`src/design/rhls_pkg.sv`:
```
package rhls_pkg;

	// Number of channels the connected link steps through before wrapping.
	localparam int unsigned HOP_CHANNELS = 10;

	localparam int unsigned CHAN_W = 7;
	localparam int unsigned SLOT_W = 8;
	localparam int unsigned LOSS_W = 4;
	localparam int unsigned HIDX_W = 4;

	// Slot counter value loaded when a packet resynchronizes the link.
	localparam logic [SLOT_W-1:0] RESYNC_COUNT = 8'd3;

	// Channel table; entries beyond the tenth repeat the first six channels.
	localparam logic [CHAN_W-1:0] HOP_TABLE [16] = '{
		7'd4, 7'd12, 7'd18, 7'd27, 7'd36, 7'd41, 7'd47, 7'd54,
		7'd62, 7'd72, 7'd4, 7'd12, 7'd18, 7'd27, 7'd36, 7'd41
	};

	typedef enum logic [1:0] {
		PH_IDLE = 2'd0,
		PH_TX   = 2'd1,
		PH_RX   = 2'd2,
		PH_HOP  = 2'd3
	} phase_t;

	typedef enum logic [1:0] {
		ACT_NONE  = 2'd0,
		ACT_SET   = 2'd1,
		ACT_REPLY = 2'd2,
		ACT_FLUSH = 2'd3
	} action_t;

	typedef enum logic [2:0] {
		REG_TX_SLOT  = 3'd0,
		REG_RX_SLOT  = 3'd1,
		REG_HOP_SLOT = 3'd2,
		REG_CYCLE    = 3'd3,
		REG_LOSS     = 3'd4,
		REG_RELINK   = 3'd5
	} reg_addr_t;

	typedef struct packed {
		logic [SLOT_W-1:0] tx_slot_count;
		logic [SLOT_W-1:0] rx_slot_count;
		logic [SLOT_W-1:0] hop_slot_count;
		logic [SLOT_W-1:0] cycle_length;
		logic [LOSS_W-1:0] loss_limit;
		logic [CHAN_W-1:0] relink_channel;
	} cfg_t;

	typedef struct packed {
		action_t           action;
		logic [CHAN_W-1:0] channel;
		logic              connected;
		logic              refresh_remote;
	} result_t;

endpackage

```
`src/design/rhls_cfg.sv`:
```
module rhls_cfg
	import rhls_pkg::*;
(
	input  logic        clk,
	input  logic        arst_n,
	input  logic        psel,
	input  logic        penable,
	input  logic        pwrite,
	input  logic [4:0]  paddr,
	input  logic [31:0] pwdata,
	output logic [31:0] prdata,
	output logic        pready,
	output cfg_t        cfg
);

	cfg_t cfg_q;
	logic wr_en;

	assign pready = 1'b1;
	assign wr_en  = psel && penable && pwrite && pready;
	assign cfg    = cfg_q;

	always_ff @(posedge clk or negedge arst_n) begin
		if (!arst_n) begin
			cfg_q.tx_slot_count  <= 8'd8;
			cfg_q.rx_slot_count  <= 8'd2;
			cfg_q.hop_slot_count <= 8'd10;
			cfg_q.cycle_length   <= 8'd12;
			cfg_q.loss_limit     <= 4'd6;
			cfg_q.relink_channel <= 7'd0;
		end else if (wr_en) begin
			unique case (paddr[4:2])
				REG_TX_SLOT:  cfg_q.tx_slot_count  <= pwdata[SLOT_W-1:0];
				REG_RX_SLOT:  cfg_q.rx_slot_count  <= pwdata[SLOT_W-1:0];
				REG_HOP_SLOT: cfg_q.hop_slot_count <= pwdata[SLOT_W-1:0];
				REG_CYCLE:    cfg_q.cycle_length   <= pwdata[SLOT_W-1:0];
				REG_LOSS:     cfg_q.loss_limit     <= pwdata[LOSS_W-1:0];
				REG_RELINK:   cfg_q.relink_channel <= pwdata[CHAN_W-1:0];
				default: begin
				end
			endcase
		end
	end

	always_comb begin
		prdata = 32'd0;
		unique case (paddr[4:2])
			REG_TX_SLOT:  prdata = {24'd0, cfg_q.tx_slot_count};
			REG_RX_SLOT:  prdata = {24'd0, cfg_q.rx_slot_count};
			REG_HOP_SLOT: prdata = {24'd0, cfg_q.hop_slot_count};
			REG_CYCLE:    prdata = {24'd0, cfg_q.cycle_length};
			REG_LOSS:     prdata = {28'd0, cfg_q.loss_limit};
			REG_RELINK:   prdata = {25'd0, cfg_q.relink_channel};
			default:      prdata = 32'd0;
		endcase
	end

endmodule

```
`src/design/rhls_sched.sv`:
```
module rhls_sched
	import rhls_pkg::*;
(
	input  logic    clk,
	input  logic    arst_n,
	input  logic    fire,
	input  logic    kind,
	input  logic    packet_ready,
	input  cfg_t    cfg,
	output result_t result
);

	logic [SLOT_W-1:0] slot_q, slot_d, slot_inc;
	phase_t            phase_q, phase_d;
	logic [HIDX_W-1:0] hidx_q, hidx_d;
	logic [HIDX_W:0]   hidx_inc;
	logic [LOSS_W-1:0] loss_q, loss_d;
	logic              link_q, link_d;

	always_ff @(posedge clk or negedge arst_n) begin
		if (!arst_n) begin
			slot_q  <= '0;
			phase_q <= PH_HOP;
			hidx_q  <= '0;
			loss_q  <= '0;
			link_q  <= 1'b0;
		end else if (fire) begin
			slot_q  <= slot_d;
			phase_q <= phase_d;
			hidx_q  <= hidx_d;
			loss_q  <= loss_d;
			link_q  <= link_d;
		end
	end

	always_comb begin
		slot_d   = slot_q;
		phase_d  = phase_q;
		hidx_d   = hidx_q;
		loss_d   = loss_q;
		link_d   = link_q;
		slot_inc = slot_q + 8'd1;
		hidx_inc = {1'b0, hidx_q} + 5'd1;
		result   = '{action: ACT_NONE, channel: '0, connected: 1'b0, refresh_remote: 1'b0};

		if (!kind) begin
			// Later matches take priority: hop over receive over transmit.
			if (slot_inc == cfg.tx_slot_count)
				phase_d = PH_TX;
			if (slot_inc == cfg.rx_slot_count)
				phase_d = PH_RX;
			if (slot_inc == cfg.hop_slot_count)
				phase_d = PH_HOP;
			slot_d = (slot_inc >= cfg.cycle_length) ? '0 : slot_inc;
		end else if (phase_q == PH_HOP) begin
			if (loss_q < cfg.loss_limit) begin
				loss_d = loss_q + 4'd1;
				link_d = 1'b1;
			end else begin
				link_d = 1'b0;
			end
			if (!link_d) begin
				hidx_d         = '0;
				result.channel = cfg.relink_channel;
			end else begin
				hidx_d = (hidx_inc >= 5'(HOP_CHANNELS)) ? '0 : hidx_inc[HIDX_W-1:0];
				result.channel        = HOP_TABLE[hidx_d];
				result.refresh_remote = 1'b1;
			end
			result.action = ACT_SET;
			phase_d       = PH_RX;
		end else if (phase_q == PH_RX || !link_q) begin
			if (packet_ready) begin
				loss_d        = '0;
				link_d        = 1'b1;
				phase_d       = PH_IDLE;
				slot_d        = RESYNC_COUNT;
				result.action = ACT_REPLY;
			end
		end else if (phase_q == PH_TX) begin
			result.action = ACT_FLUSH;
			phase_d       = PH_IDLE;
		end

		result.connected = link_d;
	end

endmodule

```
`src/design/rf_hopping_link_scheduler.sv`:
```
// Channel    Direction  Handshake                Contents
// s_*        in         s_tvalid / s_tready      one event word (tick or service)
// m_*        out        m_tvalid / m_tready      one result word per event word
// apb        in         psel & penable & pwrite  six configuration registers
//
// An event word is taken into the input register and its result word is offered from the result register.
// A new event word is accepted in every cycle while m_tready stays high.
// The input register and the result register hold two words between them: while a
// finished result waits for m_tready, one more event word is taken and then s_tready drops.
// Reset clears the schedule counters, sets the hop phase and loads the register defaults at once.
module rf_hopping_link_scheduler
	import rhls_pkg::*;
(
	input  logic        clk,
	input  logic        arst_n,
	input  logic        s_tvalid,
	output logic        s_tready,
	input  logic [7:0]  s_tdata,   // [0] packet_ready, [7:1] zero
	input  logic [0:0]  s_tuser,   // [0] kind
	output logic        m_tvalid,
	input  logic        m_tready,
	output logic [15:0] m_tdata,   // [6:0] channel, [7] connected, [8] refresh_remote, [15:9] zero
	output logic [1:0]  m_tuser,   // [1:0] action
	input  logic        psel,
	input  logic        penable,
	input  logic        pwrite,
	input  logic [4:0]  paddr,
	input  logic [31:0] pwdata,
	output logic [31:0] prdata,
	output logic        pready
);

	cfg_t    cfg;
	result_t result;
	result_t result_q;

	logic valid_s1;
	logic kind_s1;
	logic ready_s1;
	logic out_valid_q;
	logic advance;

	// The staged event moves on whenever the result register is free or
	// is being emptied in this same cycle.
	assign advance  = valid_s1 && (!out_valid_q || m_tready);
	assign s_tready = !valid_s1 || advance;

	always_ff @(posedge clk or negedge arst_n) begin
		if (!arst_n) begin
			valid_s1    <= 1'b0;
			out_valid_q <= 1'b0;
		end else begin
			if (s_tready)
				valid_s1 <= s_tvalid;
			if (advance)
				out_valid_q <= 1'b1;
			else if (m_tready)
				out_valid_q <= 1'b0;
		end
	end

	// Payload registers carry no reset; valid bits qualify them.
	always_ff @(posedge clk) begin
		if (s_tready && s_tvalid) begin
			kind_s1  <= s_tuser[0];
			ready_s1 <= s_tdata[0];
		end
		if (advance)
			result_q <= result;
	end

	rhls_cfg u_cfg (
		.clk    (clk),
		.arst_n (arst_n),
		.psel   (psel),
		.penable(penable),
		.pwrite (pwrite),
		.paddr  (paddr),
		.pwdata (pwdata),
		.prdata (prdata),
		.pready (pready),
		.cfg    (cfg)
	);

	// Schedule state updates on the same edge that captures the result.
	rhls_sched u_sched (
		.clk         (clk),
		.arst_n      (arst_n),
		.fire        (advance),
		.kind        (kind_s1),
		.packet_ready(ready_s1),
		.cfg         (cfg),
		.result      (result)
	);

	assign m_tvalid = out_valid_q;
	assign m_tuser  = result_q.action;
	assign m_tdata  = {7'd0, result_q.refresh_remote, result_q.connected, result_q.channel};

endmodule

```
`config.mk`:
```
export PLATFORM = sky130hd
export DESIGN_NAME = rf_hopping_link_scheduler
export DESIGN_NICKNAME = d
export VERILOG_FILES = /design/src/design/rhls_pkg.sv /design/src/design/rhls_cfg.sv /design/src/design/rhls_sched.sv /design/src/design/rf_hopping_link_scheduler.sv
export SDC_FILE = /design/constraint.sdc
export NUM_CORES = 1
export LEC_CHECK = 0
export BUFFER_PORTS_ARGS = -buffer_cell sky130_fd_sc_hd__buf_2
export CORE_ASPECT_RATIO = 0.8
export CORE_MARGIN = 5
export CORE_UTILIZATION = 50
export DETAILED_ROUTE_END_ITERATION = 8
export GPL_TIMING_DRIVEN = 0
export PLACE_DENSITY = 0.75
export REMOVE_ABC_BUFFERS = 1
export SLEW_MARGIN = 0
export SYNTH_ARGS = -nofsm -noshare
export SYNTH_HDL_FRONTEND = slang
export SYNTH_SLANG_ARGS = --single-unit
```
`constraint.sdc`:
```
create_clock -name clk -period 4.2 [get_ports clk]
set_clock_uncertainty 0.05 [all_clocks]
set_input_delay 0.63 -clock clk [delete_from_list [all_inputs] [get_ports clk]]
set_output_delay 0.63 -clock clk [all_outputs]
set_load 0.02 [all_outputs]
```
Yosys cells after proc, flatten, opt, wreduce, memory -nomap -nowiden
Memory sizes are Yosys's and may differ from the RTL's.
Cells that the tools add are included.
Storage, ports and cells
  register bits after elaboration: 77
  bits in read-only memories: 112
  bits of input ports: 53
  output and inout port bits: 53
  word-level logic and storage cells: 111
  memories: 1
Cells by class
  $add $sub $neg: 3
  $lt $le $gt $ge: 4
  eq/ne operators: 17
  muxes and demuxes: 37
  bitwise logic cells: 2
  reductions and logical operators: 27
Memories
  (no name shown): depth 16, width 7, rd ports 1, clocked after memory_dff 0, wr ports 0, RTL line rhls_sched.sv:67  | result.channel = HOP_TABLE[hidx_d];
Operators by type and width (count)
  $pmux W8 S6: 1
  $mux W8: 5
  $eq A8 B8 Y1: 3
  $mux W4: 6
  $mux W2: 11
  $mux W7: 3
  $reduce_and A2 Y1: 7
  $mux W1: 11
  $add A8 B1 Y8 const B: 1
  $ge A8 B8 Y1: 1
  $reduce_and A4 Y1: 2
  $eq A3 B2 Y1 const B: 2
  $eq A3 B3 Y1 const B: 2
  $reduce_bool A2 Y1: 3
  $add A4 B1 Y5 const B: 1
  $ge A5 B4 Y1 const B: 1
  $ge A5 B5 Y1 const B: 1
  $not A4 Y5: 1
  $reduce_and A5 Y1: 1
  $add A4 B1 Y4 const B: 1
  $eq A2 B2 Y1 const B: 2
  $logic_and A1 B1 Y1: 4
  $lt A4 B4 Y1: 1
  $ne A2 B1 Y1 const B: 2
  12 further kinds: 17

Longest topological paths before layout
Gate-level depths: netlist of the first run.
  depth after elaboration: 8
  gate-level depth with buffers: 12
  gate-level depth less buffers: 12

By module
From an unflattened synthesis of the first run, not the netlist that was laid out.
Second synthesis, totals
  cell total of the unflattened synthesis: 480
  area, all modules: 5152.4 sq um
By module, submodules not included
  rhls_sched: instances 1, cells an instance 281, area each 2318.5 sq um, sequential area each 478.0 sq um
  rhls_cfg: instances 1, cells an instance 170, area each 2283.4 sq um, sequential area each 1086.0 sq um
  rf_hopping_link_scheduler: instances 1, cells an instance 29, area each 550.5 sq um, sequential area each 440.4 sq um

Worst setup path before layout of the first run
Ideal clock, no wire load.
  path type: input to output
  from: input paddr[2]
  to: output prdata[1]
  arrival time: 1978 ps
  required time: 3520 ps
  setup slack: 1542 ps
  stages on the path: 6
  path buffers: 2
  cell sequence: clkbuf_1 -> clkbuf_1 -> nand2_1 -> o21ai_0 -> a21oi_1 -> o22ai_1
On the way
  word-level cells in the longest chain between the ends: 2
  elaborated cells between the ends (all ways): 7
  classes of those cells: eq/ne: 5; mux: 1; reduce/logical: 1
Ends and longest elaborated chain
  start: declaration: RTL line rf_hopping_link_scheduler.sv:27  | input logic [4:0] paddr,
  $eq A3 B3 Y1 (tied with other cells): RTL line rhls_cfg.sv:47  | unique case (paddr[4:2])
  $pmux W8 S6 (*): RTL line rhls_cfg.sv:47
  end: declaration: RTL line rf_hopping_link_scheduler.sv:29  | output logic [31:0] prdata,
Every way passes the cells marked *; elsewhere a longest branch is shown, timed or not.

Final worst setup path of the first run
  from: register u_sched.slot_q[0]
  to: register u_sched.slot_q[6]
On the way
  word-level cells in the longest chain between the ends: 4
Ends and longest elaborated chain
  start: declaration: RTL line rhls_sched.sv:13  | logic [SLOT_W-1:0] slot_q, slot_d, slot_inc;
  start signal: assignment: RTL line rhls_sched.sv:28  | slot_q <= slot_d;
  $add A8 B1 Y8 (*): RTL line rhls_sched.sv:42  | slot_inc = slot_q + 8'd1;
  $ge A8 B8 Y1: RTL line rhls_sched.sv:54  | slot_d = (slot_inc >= cfg.cycle_length) ? '0 : slot_inc;
  $mux W8 (*): RTL line rhls_sched.sv:54
  $mux W8 (*): RTL line rhls_sched.sv:46  | if (!kind) begin
Marks and branches as above.
A chain may end at the register's enable or synchronous reset.

==> results of run 1 <==
[registers in the layout, summed over array words and instances, names as in the netlist]
name and count:
u_cfg.cfg 43, m_tdata 9, u_sched.slot_q 8, u_sched.hidx_q 4
u_sched.loss_q 4, m_tuser 2, u_sched.phase_q 2, kind_s1 1
m_tvalid 1, ready_s1 1, u_sched.link_q 1, valid_s1 1
[area by class of cell]
class,instances,area (sq um),share of cell area (%)
Multi-Input combinational cell,362,2530,47.4
Sequential cell,77,2000,37.6
Clock buffer,10,239,4.48
Timing Repair Buffer,40,203,3.80
Tap cell,119,149,2.79
Clock inverter,6,109,2.04
Inverter,27,101,1.90
[metrics by stage]
stage	hold slack, ps	instances	area [sq um]	power, mW	util, %
global route	394	641	5340	3.46	56.0
floorplan	284	466	4630	1.98	-
detailed placement	426	625	4990	2.32	52.4
global placement	422	625	4980	2.26	52.2
finish	323	641	5340	3.25	56.0
CTS	373	641	5340	3.25	56.0
[placed cells by master (no fill, tap or decap), types with 6 or more instances in the layout]
master     Yosys  routed
a22o_1         6       6
xnor2_1       15      15
nor2_1        30      30
o22ai_1        6       6
xor2_1         9       9
ha_1          19      19
a21o_1         7       7
inv_1         27      27
o21ai_0       22      22
a31oi_1        6       6
clkbuf_16      0       9
conb_1         2      32
dfrtp_1       54      54
nand2_1       50      50
nand3_1       10      10
a21oi_1       18      18
nand2b_1      16      16
buf_2          3      39
nor3_1         9       7
dfstp_2       10      10
mux4_2         6       6
mux2_2        33      33
edfxtp_1      13      13
mux2i_1        9       9
[worst paths after layout]
path / end / cells past startpoint / slack, ps / start
max reg2reg: u_sched.slot_q[6] / 8 / 1050 / u_sched.slot_q[0]
min in group clk: ready_s1 / 1 / 410 / s_tdata[0]
max in group asynchronous: u_cfg.cfg[26] / 1 / 3200 / arst_n
max: u_sched.slot_q[6] / 8 / 1050 / u_sched.slot_q[0]
min: m_tvalid / 1 / 320 / arst_n
min reg2reg: u_sched.loss_q[3] / 1 / 440 / u_sched.loss_q[3]
[layer usage]
metal | GRT usage, % | vias up | routed length [um]
met5 | 0 | - | 0
met1 | 27.9 | 1801 | 5170
met3 | 6.14 | 18 | 901
met4 | 6.07 | 0 | 108
met2 | 31.3 | 143 | 5410
li1 | - | 1734 | -
[logic make-up (layout without fill, tap and decap cells)]
family                     count (synthesis)  count (layout)  synth area share [%]
buffers and inverters                     78              83                  8.70
muxes                                     48              48                  12.3
adders and majority gates                 19              19                  4.92
xor gates and xnor gates                  25              25                  4.68
DFF                                       77              77                  41.5
AOI/OAI and AO/OA                         96              96                  13.4
other                                      2              32                 0.155
and+or+nand+nor                          142             142                  14.4
[cell usage after synthesis, drive strengths merged, types with 3 or more instances]
cell type,n,area [sq um]
nand4,5,31.3
a31oi,6,37.5
inv,27,101
buf,36,263
xor2,10,95.1
a2111oi,3,26.3
o21ai,22,110
mux2,33,372
nor2,31,119
xnor2,15,131
o22ai,6,37.5
a311oi,3,26.3
nand2,50,188
nor3,10,55.1
mux2i,9,90.1
a22o,6,52.6
clkbuf,15,56.3
nand2b,16,100
nand3,12,77.6
a21oi,18,90.1
a21o,7,52.6
ha,19,238
dfrtp,54,1350
mux4,6,135
nor2b,5,31.3
dfstp,10,263
edfxtp,13,390
o31ai,5,37.5
a221o,3,30.0
[critical path, delay by kind of cell, from the launching register on]
kind	cells	cell delay (ps)
AO/OA/AOI/OAI	5	1300
XOR/XNOR	1	490
adder cells (fa/ha/maj)	2	630
flip-flops	1	590
[power groups by stage]
| stage | combinational [mW] | clock (mW) | sequential (mW) |
|---|---|---|---|
| after floorplan | 0.860 | 0 | 1.12 |
| after global placement | 1.12 | 0 | 1.14 |
| after detailed placement | 1.17 | 0 | 1.15 |
| after CTS | 1.19 | 0.929 | 1.14 |
| after global routing | 1.33 | 0.958 | 1.17 |
| final | 1.20 | 0.910 | 1.14 |
==> out/metrics.cfg, run 1 <==
[sta]
rsz0062_at_grt = false
setup_tns_ps = 0
slew_violations = 0
worst_slack_ps = 1050
worst_pin_slew_ps = 1100
max_slew_margin_pct = 26.3
setup_viol = 0
timing.fmax_ghz = 0.318
fin_crit_sh_pct = 74.9
fin_crit_ps = 3150
hold_violations = 0

[critical_path]
cp.required_ps = 4420
crit_type = flop to flop
cp_cell_sequence = ha_1 -> xor2_1 -> ha_1 -> a21o_1 -> a21oi_1 -> o21ai_0 -> a21oi_1 -> a22o_1
cp.arrival_ps = 3370
max_stage_delay_ps = 590
cp_max_fo = 8
cp-start-kind = flop
cpMaxStageDelayCell = dfrtp_1
cp-end-kind = flop

[drt]
viasPerCell = 5.77
drc = 0
drt_pass1_iterations = 5
antenna_left = 0
drtIter0Drc = 321
post_drt_wl_per_cell_um = 18.1
vias = 3696
totalWireLength_um = 11600

[flow_run]
max-cap-violations = 0

[global_route]
grt_pass1_wl_um = 18700
grt_max_degree = 65
grt_antenna_before_repair = 0
grt_pass1_vias = 3554
grt_usage_pct = 20.3
grt.overflow.total = 0

[yosys]
synthCells = 487
async_flop_share_pct = 83.1
synth_edf_count = 13
synth.cell_area_sq_um = 4830
synth_area_per_cell_sq_um = 9.93
ys_types = 58
synth_ff_type = dfrtp_1
synth_warnings = 0
synth-seq-cells = 77
synth_seq_area_share_pct = 41.5

[placed_design]
dp.final_hpwl_um = 8470
io_buffers = 40
gp_congestion = 0.902
place_ws_ps = 1110

[power_and_ir_drop]
max-vdd-ir-drop_uv = 261
power.leakage_nw = 2.46
p_comb_share_pct = 36.9
p_int_mw = 2.06
p_seq_share_pct = 35.2
power.share.clock_pct = 28.0
switchingPower_mw = 1.20
p_sw_share_pct = 36.8
p_per_area_nw_per_um2 = 610

[cells_and_area]
diodes = 0
nFillCells = 842
drive_gt1_share_pct = 22.2
nets = 589
area_growth_pct = 10.4

[clock_tree]
clk-insertion-delay-late_ps = 340
cts_root_buf = clkbuf_16
cts_resized = 0
cts-htree-levels = 3
hold_buffers = 0
numCtsBuffers = 9
postCtsSetupRepairBufs = 0
cts_tree = built
clk_pin_slew_worst_paths_ps = 60
cts.sinks = 77
cts_buffer_depth = 2

[outcome]
outcome = complete, no violations

[hold_path]
hp-class = input pin to async pin

[floorplan]
die_height_um = 98.0
core.rowCount = 32
core-area_sq_um = 9530
boundaryPins = 106
dieArea_sq_um = 11700
start_util_pct = 50.7
fp.dieW_um = 120

Power figures use the tool's default switching activity.
==> inputs of run 2 (changes only) <==
--- a/config.mk
+++ b/config.mk
@@ -11,7 +11,7 @@
 export CORE_UTILIZATION = 50
 export DETAILED_ROUTE_END_ITERATION = 8
 export GPL_TIMING_DRIVEN = 0
-export PLACE_DENSITY = 0.75
+export PLACE_DENSITY = 0.78
 export REMOVE_ABC_BUFFERS = 1
 export SLEW_MARGIN = 0
 export SYNTH_ARGS = -nofsm -noshare
==> constraint.sdc (replaced) <==
create_clock -name clk -period 2.8 [get_ports clk]
set_clock_uncertainty 0.05 [all_clocks]
set_input_delay 0.42 -clock clk [delete_from_list [all_inputs] [get_ports clk]]
set_output_delay 0.42 -clock clk [all_outputs]
set_load 0.02 [all_outputs]
==> out/metrics.cfg, run 2 (synthesized netlist as in run 1, its figures left out) <==
[global_route]
grt_usage_pct = 19.5
grt_pass1_wl_um = 18100
grt_antenna_before_repair = 0
grt_max_degree = 43
grt.overflow.total = 0
grt_pass1_vias = 3500

[power_and_ir_drop]
p_per_area_nw_per_um2 = 886
power.leakage_nw = 2.45
max-vdd-ir-drop_uv = 342
p_total_mw = 4.77

[floorplan]
core.rowCount = 32
start_util_pct = 50.7
boundaryPins = 106
die_height_um = 98.0
core-area_sq_um = 9530
dieArea_sq_um = 11700
fp.dieW_um = 120

[placed_design]
postPlaceCellArea_sq_um = 5000
place_ws_ps = -408
place_inst = 626
dp.final_hpwl_um = 8200
io_buffers = 40
gp_congestion = 0.912

[cells_and_area]
final_util_pct = 56.5
drive_gt1_share_pct = 24.4
final_cells = 647
mostFrequentLayoutCells = nand2_1, dfrtp_1, buf_2
final_common_cell = nand2_1
final_area_sq_um = 5390
nFillCells = 826
multi_input_area_sq_um = 2580
diodes = 0
largest_reg_flops = 43
ff_latch_area_sq_um = 2010
area_growth_pct = 11.4
nets = 595

[clock_tree]
cts-htree-levels = 3
cts_root_buf = clkbuf_16
clk_pin_slew_worst_paths_ps = 60
cts_tree = built
hold_buffers = 0
clk-insertion-delay-late_ps = 340
cts_buffer_depth = 2
numCtsBuffers = 9
cts.sinks = 77

[sta]
worst_slack_ps = 145
setup_viol = 0
max_slew_margin_pct = 14.7
fin_crit_ps = 2650
hold_violations = 0
fin_hold_ws_ps = 16.8
timing.fmax_ghz = 0.377
worst_pin_slew_ps = 1270
setup_tns_ps = 0
fin_crit_sh_pct = 94.8
slew_violations = 0

[drt]
drt_pass1_iterations = 5
antenna_left = 0
drtIter0Drc = 242
drc = 0
totalWireLength_um = 11100
vias = 3660
post_drt_wl_per_cell_um = 17.2
viasPerCell = 5.66

[critical_path]
cp_max_fo = 4
cp.arrival_ps = 2860
cp.required_ps = 3010
cp-start-kind = flop
crit_type = flop to flop
cp-end-kind = flop

[flow_run]
max-cap-violations = 0

[hold_path]
hp-class = input pin to async pin

[outcome]
outcome = complete, no violations

## run 2: cell type report
cell class / count / share of cell area, %
inverter: 27 / 1.88
sequential: 77 / 37.3
timing repair buffer: 46 / 4.79
clock inverter: 5 / 0.953
clock buffer: 11 / 4.32
tap: 119 / 2.76
multi-input combinational: 362 / 48.0
## run 2: what timing repair did
item	4_1_cts	5_1_grt
setup endpoints to repair	12	11
pin swaps	0	2
buffers inserted	0	5
gates resized for setup	4	11
## run 2: metal layers
| layer | track usage (%) | up-vias | wire [um] | share of wire, % |
|---|---|---|---|---|
| li1 | - | 1730 | - | - |
| met1 | 26.9 | 1767 | 4860 | 44 |
| met2 | 29.7 | 143 | 5150 | 46 |
| met3 | 5.79 | 20 | 906 | 8.1 |
| met4 | 6.16 | 0 | 210 | 1.9 |
| met5 | 0 | - | 0 | 0 |
## run 2: critical path, stage by stage, from the launching register on
cell	delay (ps)
dfrtp_1	430
ha_2	290
nand3_2	190
xor2_4	230
xnor2_1	130
or4_1	580
nor4_1	340
a21boi_0	160
o211ai_1	170
## run 2: report_power, final
group,switching (mW),internal [mW]
clock network,0.441,0.684
registers,0.291,1.43
logic,1.06,0.865
total,1.80,2.98
## run 2: worst paths after layout
path                                      endpoint  cells past startpoint         startpoint  slack (ps)
worst max-delay path            u_sched.phase_q[0]                      8  u_sched.slot_q[1]         150
worst min-delay path                 u_cfg.cfg[41]                      1             arst_n          20
worst max register to register  u_sched.phase_q[0]                      8  u_sched.slot_q[1]         150
worst min register to register   u_sched.loss_q[3]                      1  u_sched.loss_q[3]         450
max in group asynchronous            u_cfg.cfg[13]                      2             arst_n        2000
min in group clk                           kind_s1                      1            s_tuser         210
==> inputs of run 3 (changes only) <==
--- a/config.mk
+++ b/config.mk
@@ -11,8 +11,9 @@
 export CORE_UTILIZATION = 50
 export DETAILED_ROUTE_END_ITERATION = 8
 export GPL_TIMING_DRIVEN = 0
-export PLACE_DENSITY = 0.78
+export PLACE_DENSITY = 0.75
 export REMOVE_ABC_BUFFERS = 1
+export SETUP_SLACK_MARGIN = 0.4
 export SLEW_MARGIN = 0
 export SYNTH_ARGS = -nofsm -noshare
 export SYNTH_HDL_FRONTEND = slang
==> constraint.sdc (replaced) <==
create_clock -name clk -period 2.9 [get_ports clk]
set_clock_uncertainty 0.05 [all_clocks]
set_input_delay 0.435 -clock clk [delete_from_list [all_inputs] [get_ports clk]]
set_output_delay 0.435 -clock clk [all_outputs]
set_load 0.02 [all_outputs]
==> out/metrics.cfg, run 3 (synthesized netlist as in run 1, its figures left out) <==
[sta]
max_slew_margin_pct = 27.5
worst_pin_slew_ps = 1080
rsz0062_at_grt = true
setup_tns_ps = 0
slew_violations = 0
fin_crit_ps = 2590
timing.fmax_ghz = 0.386
setup_viol = 0
hold_violations = 0
fin_crit_sh_pct = 89.4

[power_and_ir_drop]
p_per_area_nw_per_um2 = 901
p_comb_share_pct = 41.6
switchingPower_mw = 1.88
max-vdd-ir-drop_uv = 385
p_int_mw = 3.20
power.leakage_nw = 2.57
p_seq_share_pct = 32.3
p_sw_share_pct = 37.0
power.share.clock_pct = 26.0
p_total_mw = 5.09

[floorplan]
core.rowCount = 32
fp.dieW_um = 120
start_util_pct = 50.7
core-area_sq_um = 9530
dieArea_sq_um = 11700
die_height_um = 98.0
boundaryPins = 106

[critical_path]
cp_max_fo = 5
worstSetupStartpoint = u_sched.slot_q[0]
r2r_cells = 10
cp-start-kind = flop
cp.required_ps = 3130
crit_family = compound AO/OA/AOI/OAI gates
cp-end-kind = flop
worstReg2RegStart = u_sched.slot_q[0]
cp.arrival_ps = 2820
cp_cell_sequence = ha_4 -> nand3_2 -> xor2_2 -> inv_1 -> ha_1 -> a2111oi_1 -> o21ai_1 -> a21oi_2 -> buf_4 -> a22o_1
crit_type = flop to flop
max_stage_delay_ps = 460
reg2reg_to = u_sched.slot_q[6]
crit_buf_inv = 2
r2r_slack_ps = 310
cpMaxStageDelayCell = dfrtp_2

[cells_and_area]
nets = 607
mostFrequentLayoutCells = nand2_1, dfrtp_1, buf_2
largest_reg_flops = 43
area_growth_pct = 16.8
drive_gt1_share_pct = 30.6
final_cells = 659
nFillCells = 800
diodes = 0
final_common_cell = nand2_1
final_area_sq_um = 5650

[drt]
totalWireLength_um = 12200
antenna_left = 0
vias = 3807
maxUsedRoutingLayer = met4
wl_met1_um = 5290
post_drt_wl_per_cell_um = 18.6
met2_length_um = 5880
drt_pass1_iterations = 5
viasPerCell = 5.78
drc = 0
wl_met3_um = 926
drtIter0Drc = 397

[clock_tree]
clk_pin_slew_worst_paths_ps = 60
cts_buffer_depth = 2
numCtsBuffers = 9
cts_root_buf = clkbuf_16
cts-htree-levels = 3
hold_buffers = 0
cts_tree = built
cts.sinks = 77
clk-insertion-delay-late_ps = 350

[outcome]
outcome = complete, no violations

[global_route]
grt_antenna_before_repair = 0
grt_usage_pct = 20.7
grt_pass1_wl_um = 19100
grt.overflow.total = 0
grt_max_degree = 65
grt_pass1_vias = 3642

[placed_design]
io_buffers = 40
dp.final_hpwl_um = 8470
postPlaceCellArea_sq_um = 4990
place_inst = 625
gp_congestion = 0.902

[flow_run]
max-cap-violations = 0

[hold_path]
hp-class = input pin to async pin

-- run 3: how the worst max path moves through the flow --
stage | end | cells after the start | slack (ps)
floorplan | u_sched.slot_q[2] | 8 | 420
global placement | u_sched.slot_q[5] | 8 | -110
detailed placement | u_sched.slot_q[6] | 8 | -190
CTS | u_sched.slot_q[6] | 9 | 410
global route | u_sched.slot_q[6] | 9 | 230
finish | u_sched.slot_q[6] | 10 | 310
-- run 3: power groups by stage --
stage          Clock [mW]  Combinational, mW  Sequential [mW]
2_1_floorplan           0               1.25             1.62
3_3_place_gp            0               1.62             1.65
3_5_place_dp            0               1.70             1.67
4_1_cts              1.35               1.87             1.64
5_1_grt              1.39               2.32             1.68
6_report             1.32               2.12             1.64
-- run 3: layer usage --
layer,vias to the layer above,global-route usage (%)
met4,0,6.25
met5,-,0
met1,1871,28.0
met2,162,32.3
li1,1760,-
met3,14,6.31
-- run 3: area by class of cell --
type / instances / area, sq um / area share [%]
Clock buffer: 10 / 239 / 4.23
Clock inverter: 6 / 109 / 1.93
Multi-Input combinational cell: 362 / 2700 / 47.8
Timing Repair Buffer: 58 / 338 / 5.98
Tap cell: 119 / 149 / 2.64
Sequential cell: 77 / 2010 / 35.7
Inverter: 27 / 101 / 1.79
-- run 3: metrics by stage --
stage	setup WS, ps	hold slack, ps	util (%)
6_report	307	130	59.3
3_5_place_dp	-187	426	52.4
2_1_floorplan	417	89.4	-
3_3_place_gp	-108	422	52.2
5_1_grt	234	198	59.3
4_1_cts	405	178	57.5
-- run 3: timing repair --
action	in CTS	in global routing
buffers inserted	11	7
pin swaps	1	8
gates resized for setup	17	26
endpoints found under the setup margin	21	14
